## src/rtl/pcc_pkg.sv

```systemverilog
// ----------------------------------------------------------------------------
// Post class classifier package
// Shared types, masks and a helper function for the classifier pipeline.
// ----------------------------------------------------------------------------
package pcc_pkg;

    localparam int TABLE_BITS = 64;
    localparam int VARS_BITS  = 3;
    localparam int LIMIT_VARS = 6;

    typedef logic [TABLE_BITS-1:0] t_table;
    typedef logic [VARS_BITS-1:0]  t_vars;

    // Bit i is set where bit j of the row index i is clear.
    localparam t_table LOW_HALF_MASK [LIMIT_VARS] = '{
        64'h5555555555555555,
        64'h3333333333333333,
        64'h0F0F0F0F0F0F0F0F,
        64'h00FF00FF00FF00FF,
        64'h0000FFFF0000FFFF,
        64'h00000000FFFFFFFF
    };

    // Rows whose index has two or more set bits, i.e. nonlinear ANF terms.
    // Only rows 0, 1, 2, 4, 8, 16 and 32 are clear.
    localparam t_table NONLINEAR_MASK = 64'hFFFFFFFEFFFEFEE8;

    // Mask of the rows that exist for a function of the given number of variables.
    function automatic t_table row_mask(input t_vars vars);
        t_table m;
        m = '1;
        if (vars < t_vars'(LIMIT_VARS)) begin
            m = (t_table'(1) << (7'd1 << vars)) - t_table'(1);
        end
        return m;
    endfunction

endpackage

```

## src/rtl/pcc_mobius.sv

```systemverilog
// ----------------------------------------------------------------------------
// Post class classifier, Moebius butterfly group
// Applies a range of the XOR butterfly steps that turn a truth table into its
// algebraic normal form. Steps at or above the number of variables are skipped.
// ----------------------------------------------------------------------------
module pcc_mobius
    import pcc_pkg::*;
#(
    parameter int FIRST_STEP = 0,
    parameter int LAST_STEP  = 2
) (
    input  t_table i_table,
    input  t_vars  i_vars,
    output t_table o_table
);

    always_comb begin
        t_table acc;
        acc = i_table;
        for (int j = FIRST_STEP; j <= LAST_STEP; j++) begin
            if (t_vars'(j) < i_vars) begin
                acc = acc ^ ((acc & LOW_HALF_MASK[j]) << (1 << j));
            end
        end
        o_table = acc;
    end

endmodule

```

## src/rtl/post_class_classifier.sv

```systemverilog
// ----------------------------------------------------------------------------
// Post class classifier
// Reports which of the five Post classes a Boolean function lies outside of.
// ----------------------------------------------------------------------------
// Usage
// An item on the input channel (i_valid / o_ready_in) is a 64-bit truth table:
// bit i holds f at row i, the first variable being the most significant index
// bit. Rows at 2^num_vars and above are ignored. Each item yields exactly one
// result item on the output channel (o_valid / i_ready) carrying five
// non-membership flags and the complete flag, which is set when all five are.
// The num_vars register is written through its own channel (i_cfg_valid /
// o_cfg_ready) and is always ready; write it only while the block is idle.
// Values of zero are treated as one, and values above MAX_VARS as MAX_VARS.
// The work runs through four register stages: input capture and masking, the
// simple checks plus the first three butterfly steps, the last three steps,
// and the linearity test into the output register. Items pass through them
// in order; one item may enter every cycle while o_ready_in is high.
// Synchronous reset empties the pipeline and sets num_vars to six. When the
// receiver stalls, stages fill up behind the output register, bubbles are
// squeezed out, and the input is held off only once every stage is full.
// ----------------------------------------------------------------------------
module post_class_classifier
    import pcc_pkg::*;
#(
    parameter int MAX_VARS = 6
) (
    input  logic        i_clk,
    input  logic        i_rst_n,
    input  logic        i_cfg_valid,
    output logic        o_cfg_ready,
    input  logic [2:0]  i_num_vars,
    input  logic        i_valid,
    output logic        o_ready_in,
    input  logic [63:0] i_truth_table,
    output logic        o_valid,
    input  logic        i_ready,
    output logic        o_not_zero_preserving,
    output logic        o_not_one_preserving,
    output logic        o_not_self_dual,
    output logic        o_not_monotone,
    output logic        o_not_linear,
    output logic        o_complete
);

    // Configuration register, kept raw; it is clamped when an item enters.
    t_vars r_num_vars;

    assign o_cfg_ready = 1'b1;

    always_ff @(posedge i_clk) begin
        if (!i_rst_n) begin
            r_num_vars <= t_vars'(6);
        end else if (i_cfg_valid) begin
            r_num_vars <= i_num_vars;
        end
    end

    // Stage registers. Valid bits travel with the data.
    logic   r_v1, r_v2, r_v3, r_v4;
    t_table r_t1, r_anf2, r_anf3;
    t_vars  r_n1, r_n2;
    logic   r_nz2, r_no2, r_nsd2, r_nm2;
    logic   r_nz3, r_no3, r_nsd3, r_nm3;

    // A stage may load when it is empty or its contents move on.
    logic rdy1, rdy2, rdy3, rdy4;
    assign rdy4       = !r_v4 || i_ready;
    assign rdy3       = !r_v3 || rdy4;
    assign rdy2       = !r_v2 || rdy3;
    assign rdy1       = !r_v1 || rdy2;
    assign o_ready_in = rdy1;

    // Effective variable count.
    t_vars n_vars;
    always_comb begin
        n_vars = r_num_vars;
        if (n_vars == t_vars'(0)) begin
            n_vars = t_vars'(1);
        end
        if (n_vars > t_vars'(MAX_VARS)) begin
            n_vars = t_vars'(MAX_VARS);
        end
    end

    // Stage 1: capture the table with the rows that do not exist cleared.
    always_ff @(posedge i_clk) begin
        if (!i_rst_n) begin
            r_v1 <= 1'b0;
        end else if (rdy1) begin
            r_v1 <= i_valid;
        end
    end

    always_ff @(posedge i_clk) begin
        if (rdy1 && i_valid) begin
            r_t1 <= i_truth_table & row_mask(n_vars);
            r_n1 <= n_vars;
        end
    end

    // Stage 2 logic: preserving flags, self-duality, monotonicity and the
    // first three butterfly steps.
    logic   n_nz, n_no, n_nsd, n_nm;
    t_table anf_lo;
    logic [LIMIT_VARS:1] sd_fail;

    always_comb begin
        logic [5:0] top_row;
        top_row = 6'((7'd1 << r_n1) - 7'd1);
        n_nz    = r_t1[0];
        n_no    = !r_t1[top_row];

        // For each table size, a row equal to its complement row breaks
        // self-duality. Only the lower half of the rows needs checking.
        for (int k = 1; k <= LIMIT_VARS; k++) begin
            sd_fail[k] = 1'b0;
            for (int i = 0; i < (1 << (k - 1)); i++) begin
                if (r_t1[i] == r_t1[(1 << k) - 1 - i]) begin
                    sd_fail[k] = 1'b1;
                end
            end
        end
        n_nsd = 1'b0;
        for (int k = 1; k <= LIMIT_VARS; k++) begin
            if (r_n1 == t_vars'(k)) begin
                n_nsd = sd_fail[k];
            end
        end

        // A one followed by a zero when a single variable rises.
        n_nm = 1'b0;
        for (int j = 0; j < LIMIT_VARS; j++) begin
            if (t_vars'(j) < r_n1) begin
                if (|(r_t1 & LOW_HALF_MASK[j] & ~(r_t1 >> (1 << j)))) begin
                    n_nm = 1'b1;
                end
            end
        end
    end

    pcc_mobius #(
        .FIRST_STEP (0),
        .LAST_STEP  (2)
    ) u_mobius_lo (
        .i_table (r_t1),
        .i_vars  (r_n1),
        .o_table (anf_lo)
    );

    always_ff @(posedge i_clk) begin
        if (!i_rst_n) begin
            r_v2 <= 1'b0;
        end else if (rdy2) begin
            r_v2 <= r_v1;
        end
    end

    always_ff @(posedge i_clk) begin
        if (rdy2 && r_v1) begin
            r_nz2  <= n_nz;
            r_no2  <= n_no;
            r_nsd2 <= n_nsd;
            r_nm2  <= n_nm;
            r_anf2 <= anf_lo;
            r_n2   <= r_n1;
        end
    end

    // Stage 3: the remaining butterfly steps.
    t_table anf_hi;

    pcc_mobius #(
        .FIRST_STEP (3),
        .LAST_STEP  (5)
    ) u_mobius_hi (
        .i_table (r_anf2),
        .i_vars  (r_n2),
        .o_table (anf_hi)
    );

    always_ff @(posedge i_clk) begin
        if (!i_rst_n) begin
            r_v3 <= 1'b0;
        end else if (rdy3) begin
            r_v3 <= r_v2;
        end
    end

    always_ff @(posedge i_clk) begin
        if (rdy3 && r_v2) begin
            r_nz3  <= r_nz2;
            r_no3  <= r_no2;
            r_nsd3 <= r_nsd2;
            r_nm3  <= r_nm2;
            r_anf3 <= anf_hi;
        end
    end

    // Stage 4: the masked table has no terms above its own rows, so any ANF
    // coefficient on a row of weight two or more makes the function nonlinear.
    logic n_nl;
    assign n_nl = |(r_anf3 & NONLINEAR_MASK);

    always_ff @(posedge i_clk) begin
        if (!i_rst_n) begin
            r_v4 <= 1'b0;
        end else if (rdy4) begin
            r_v4 <= r_v3;
        end
    end

    always_ff @(posedge i_clk) begin
        if (rdy4 && r_v3) begin
            o_not_zero_preserving <= r_nz3;
            o_not_one_preserving  <= r_no3;
            o_not_self_dual       <= r_nsd3;
            o_not_monotone        <= r_nm3;
            o_not_linear          <= n_nl;
            o_complete            <= r_nz3 & r_no3 & r_nsd3 & r_nm3 & n_nl;
        end
    end

    assign o_valid = r_v4;

    // The input is only held off when every stage is full and the output stalls.
    a_backpressure_source : assert property (@(posedge i_clk) disable iff (!i_rst_n)
        !o_ready_in |-> (r_v1 && r_v2 && r_v3 && r_v4 && !i_ready))
        else $error("input held off without a full, stalled pipeline");

    // An accepted item reaches the first stage on the next edge.
    a_capture : assert property (@(posedge i_clk) disable iff (!i_rst_n)
        (i_valid && o_ready_in) |=> r_v1)
        else $error("accepted item did not enter the first stage");

    // A new result appears only when stage three held an item.
    a_result_origin : assert property (@(posedge i_clk) disable iff (!i_rst_n)
        (o_valid && !$past(o_valid)) |-> $past(r_v3))
        else $error("result appeared with an empty stage three");

    // A held middle stage keeps its item while the stage after it is full and stalled.
    a_stage2_hold : assert property (@(posedge i_clk) disable iff (!i_rst_n)
        (r_v2 && !rdy3) |=> r_v2)
        else $error("stalled item lost from stage two");

endmodule
```

## config.mk

```make
export PLATFORM = sky130hd
export DESIGN_NAME = post_class_classifier
export DESIGN_NICKNAME = d
export VERILOG_FILES = /design/src/rtl/pcc_pkg.sv /design/src/rtl/pcc_mobius.sv /design/src/rtl/post_class_classifier.sv
export SDC_FILE = /design/constraint.sdc
export NUM_CORES = 1
export LEC_CHECK = 0
export ABC_AREA = 1
export BUFFER_PORTS_ARGS = -buffer_cell sky130_fd_sc_hd__buf_2
export CAP_MARGIN = 20
export CELL_PAD_IN_SITES_DETAIL_PLACEMENT = 0
export CELL_PAD_IN_SITES_GLOBAL_PLACEMENT = 1
export CORE_MARGIN = 10
export CORE_UTILIZATION = 43
export CTS_CLUSTER_DIAMETER = 120
export DETAILED_ROUTE_END_ITERATION = 12
export PLACE_DENSITY_LB_ADDON = 0.2
export SYNTH_ARGS = -nofsm -noshare
export SYNTH_HDL_FRONTEND = slang
export SYNTH_SLANG_ARGS = --single-unit
```

## constraint.sdc

```tcl
create_clock -name i_clk -period 4.7 [get_ports i_clk]
set_clock_uncertainty 0.05 [all_clocks]
set_input_delay 0.94 -clock i_clk [delete_from_list [all_inputs] [get_ports i_clk]]
set_output_delay 0.94 -clock i_clk [all_outputs]
set_load 0.01 [all_outputs]
```

==> metrics <==
register area share after synthesis=0.484; library cells used by synthesis=33; Die Area=37,500 sq um; diode count=0; drt first pass iters=5; clock network power share=0.351; number of synthesized flops with an enable pin=204; Rel. slew slack=0.323; drt initial violations=999; Max stage delay on crit path=0.20 ns; leakage power=6.11 nW; deepest clock path buffer count=3; CP arrival=1.98 ns; core area=29,700 sq um; status=completed; Antenna Nets Post-Route=0; critical path endpoint category=output pin; Fin Hold WS=0.375 ns; Synth top cells by count=nand2_1, edfxtp_1, nor2_1, inv_1, xor2_1; CTS buffer count=24; count of final max-slew check failures=0; CTS resizes=0; Compound-Gate Fraction of Synth Area=0.0775; clock latency on the worst-skew pair=0.53 ns; cell depth of the worst min-delay path=0; worst slew pin tran=1.01 ns; first-pass GRT wire length=63,700 microns; # H-tree levels=1; post-synthesis mux area share=0; vias in the first global route=10,100; cts hold-fix bufs=0; Slowest-stage cell, CP=nor2_1; Finish-stage setup viols=0; crit path max fanout=3; antenna violations before repair=0; fmax=336 MHz; Final min period=2.97 ns; HP Class=reg -> reg; top_reg_cell synth=edfxtp_1; reg2reg start=r_n1[0]; cell taking the most area after synthesis=edfxtp_1; vias per cell=5.29; Yosys reg bits=211; Switching Share=0.297; Hold Startpoint=r_nsd2; Cells after Synth=1,486; DP Area=13,600 sq um; Sw Pwr=1.59 mW; delay-heaviest family, CP=buffers and inverters; DP Wirelength=31,400 microns; DRC viols=0; cell internal pwr=3.76 mW; reg-to-reg setup timing slack=1.76 ns; Root Buffer=clkbuf_16; total gr overflow=0; Setup CP Type=in -> out; WL per Instance=22.0 microns; total number of vias=10,300; CTS tree=built; Cell Area, Synth=13,000 sq um; critical path data required time=3.71 ns; Die W=194 microns; fin crit share=0.632; std cell rows=63; Seq pwr share=0.465; Worst-path clk slew=0.06 ns; I/O pins=81; Area contributors post-synth=edfxtp_1, nand2_1, xor2_1, nor2_1, ha_1; Yosys warning total=0; Fillers=2,882; setup TNS=0 ns; pin count of the biggest net entering global routing=71; Final Cell Area=14,400 sq um; average size of a mapped cell=8.72 sq um; post-CTS setup buffers=0; Detailed Route WL=42,700 microns; Layout Nets=1,663; TritonCTS Sinks=211; CP startpoint kind=input pin; unrepaired setup endpoints after global routing=false; RD Place Congestion=0.992; Area growth, synth to finish=11.2%; Simple-Gate Fraction of Synth Area=0.194; combinational power share=0.184; ratio of cells with drive above 1 in the final layout=0.0916; Tot GR Track Use=0.219; Async SR Flop Fraction=0; Power Dens Cells=371 nW/um^2; Hold Violations, Final=0; most frequent cell after synthesis=nand2_1; IO Port Bufs=79; multi-input logic area=5690 sq um; main combinational cell family by area after synthesis=simple AND/OR/NAND/NOR gates; worst r2r path cells=8; hold endpoint=r_nsd3; Total Power=5.34 mW; final core utilization=0.485; Die Y=194 microns; worst path cell trace=buf_2 -> nor2_1 -> inv_1 -> nor2_1 -> inv_1 -> nor2_1 -> inv_1 -> nor2_1 -> inv_1 -> buf_2; max_cap viols=0; Starting Density=0.436; Levels on crit path=10; Reg2Reg Capture Point=r_anf2[63]; Sequential Area=6270 sq um; Peak VDD IR=0.000255 V; Synth top area share=0.473; Adder-Cell Fraction of Synth Area=0.0560; WP buf/inv=6; Synth Area in XOR/XNOR=0.111
flip-flops by register name (all words and copies together), names as in the netlist, 3 cells and up:
name,count
r_anf2,64
r_n2,3
r_n1,3
r_num_vars,3
r_t1,64
r_anf3,58
worst reg2reg max path, delay by kind of cell (launching register included):
kind,cells,cell delay [ns]
AND/OR/NAND/NOR,2,0.26
buffers and inverters,3,1.19
XOR/XNOR,2,0.36
flip-flops,1,0.45
AO/OA/AOI/OAI,1,0.39
worst max-delay path by stage:
stage / from / to / slack [ns]
after floorplan: i_ready / r_n1[0] / 0.04
final: i_ready / o_ready_in / 1.73
after global routing: r_n1[0] / r_anf2[7] / 1.49
after detailed placement: i_ready / o_ready_in / 1.73
after CTS: i_ready / o_ready_in / 1.72
after global placement: i_ready / o_ready_in / 1.75
cells in the final DEF (no fill, tap or decap), drive strengths merged:
master and count:
a21oi 39, ha 58, buf 89, clkinvlp 2, o22ai 49, bufinv 3, nand4 18, clkinv 18
nand2 313, dfxtp 7, edfxtp 204, clkbuf 25, inv 179, nor4 13, xnor2 73, conb 3
xor2 91, nor3 7, o2111ai 1, o21bai 3, nand3 70, a22oi 3, o211ai 2, o21ai 82
nor2 198, a21boi 1
power by group through the flow:
stage / Sequential (mW) / Clock [mW] / Combinational (mW)
2_1_floorplan: 2.38 / 0 / 0.743
3_3_place_gp: 2.51 / 0 / 0.968
3_5_place_dp: 2.52 / 0 / 0.976
4_1_cts: 2.48 / 1.91 / 0.981
5_1_grt: 2.49 / 1.99 / 1.11
6_report: 2.49 / 1.87 / 0.984
metrics by stage:
stage | cells | setup slack [ns]
after floorplan | 1488 | 0.0369
after global placement | 1896 | 1.75
after detailed placement | 1897 | 1.73
after CTS | 1941 | 1.72
after global routing | 1941 | 1.49
final | 1941 | 1.73
per-layer routing:
metal,global-route usage,vias to the layer above,wire length [microns]
met3,0.0328,124,3120
met1,0.292,4679,18500
li1,-,4982,-
met2,0.344,481,18800
met4,0.102,0,2270
met5,0,-,0
final cells by class:
type / count / share of cell area
multi-input combinational: 1024 / 0.395
clock inverter: 19 / 0.0135
inverter: 183 / 0.0477
clock buffer: 25 / 0.0420
sequential: 211 / 0.435
tap: 390 / 0.0339
timing repair buffer: 89 / 0.0327
logic make-up after synthesis:
family	after synthesis
simple gates	619
buf+inv	253
xor+xnor	164
fa+ha+maj	58
other cells	1
flops	211
compound gates	180
No activity file was read; power rests on OpenSTA's default activity.
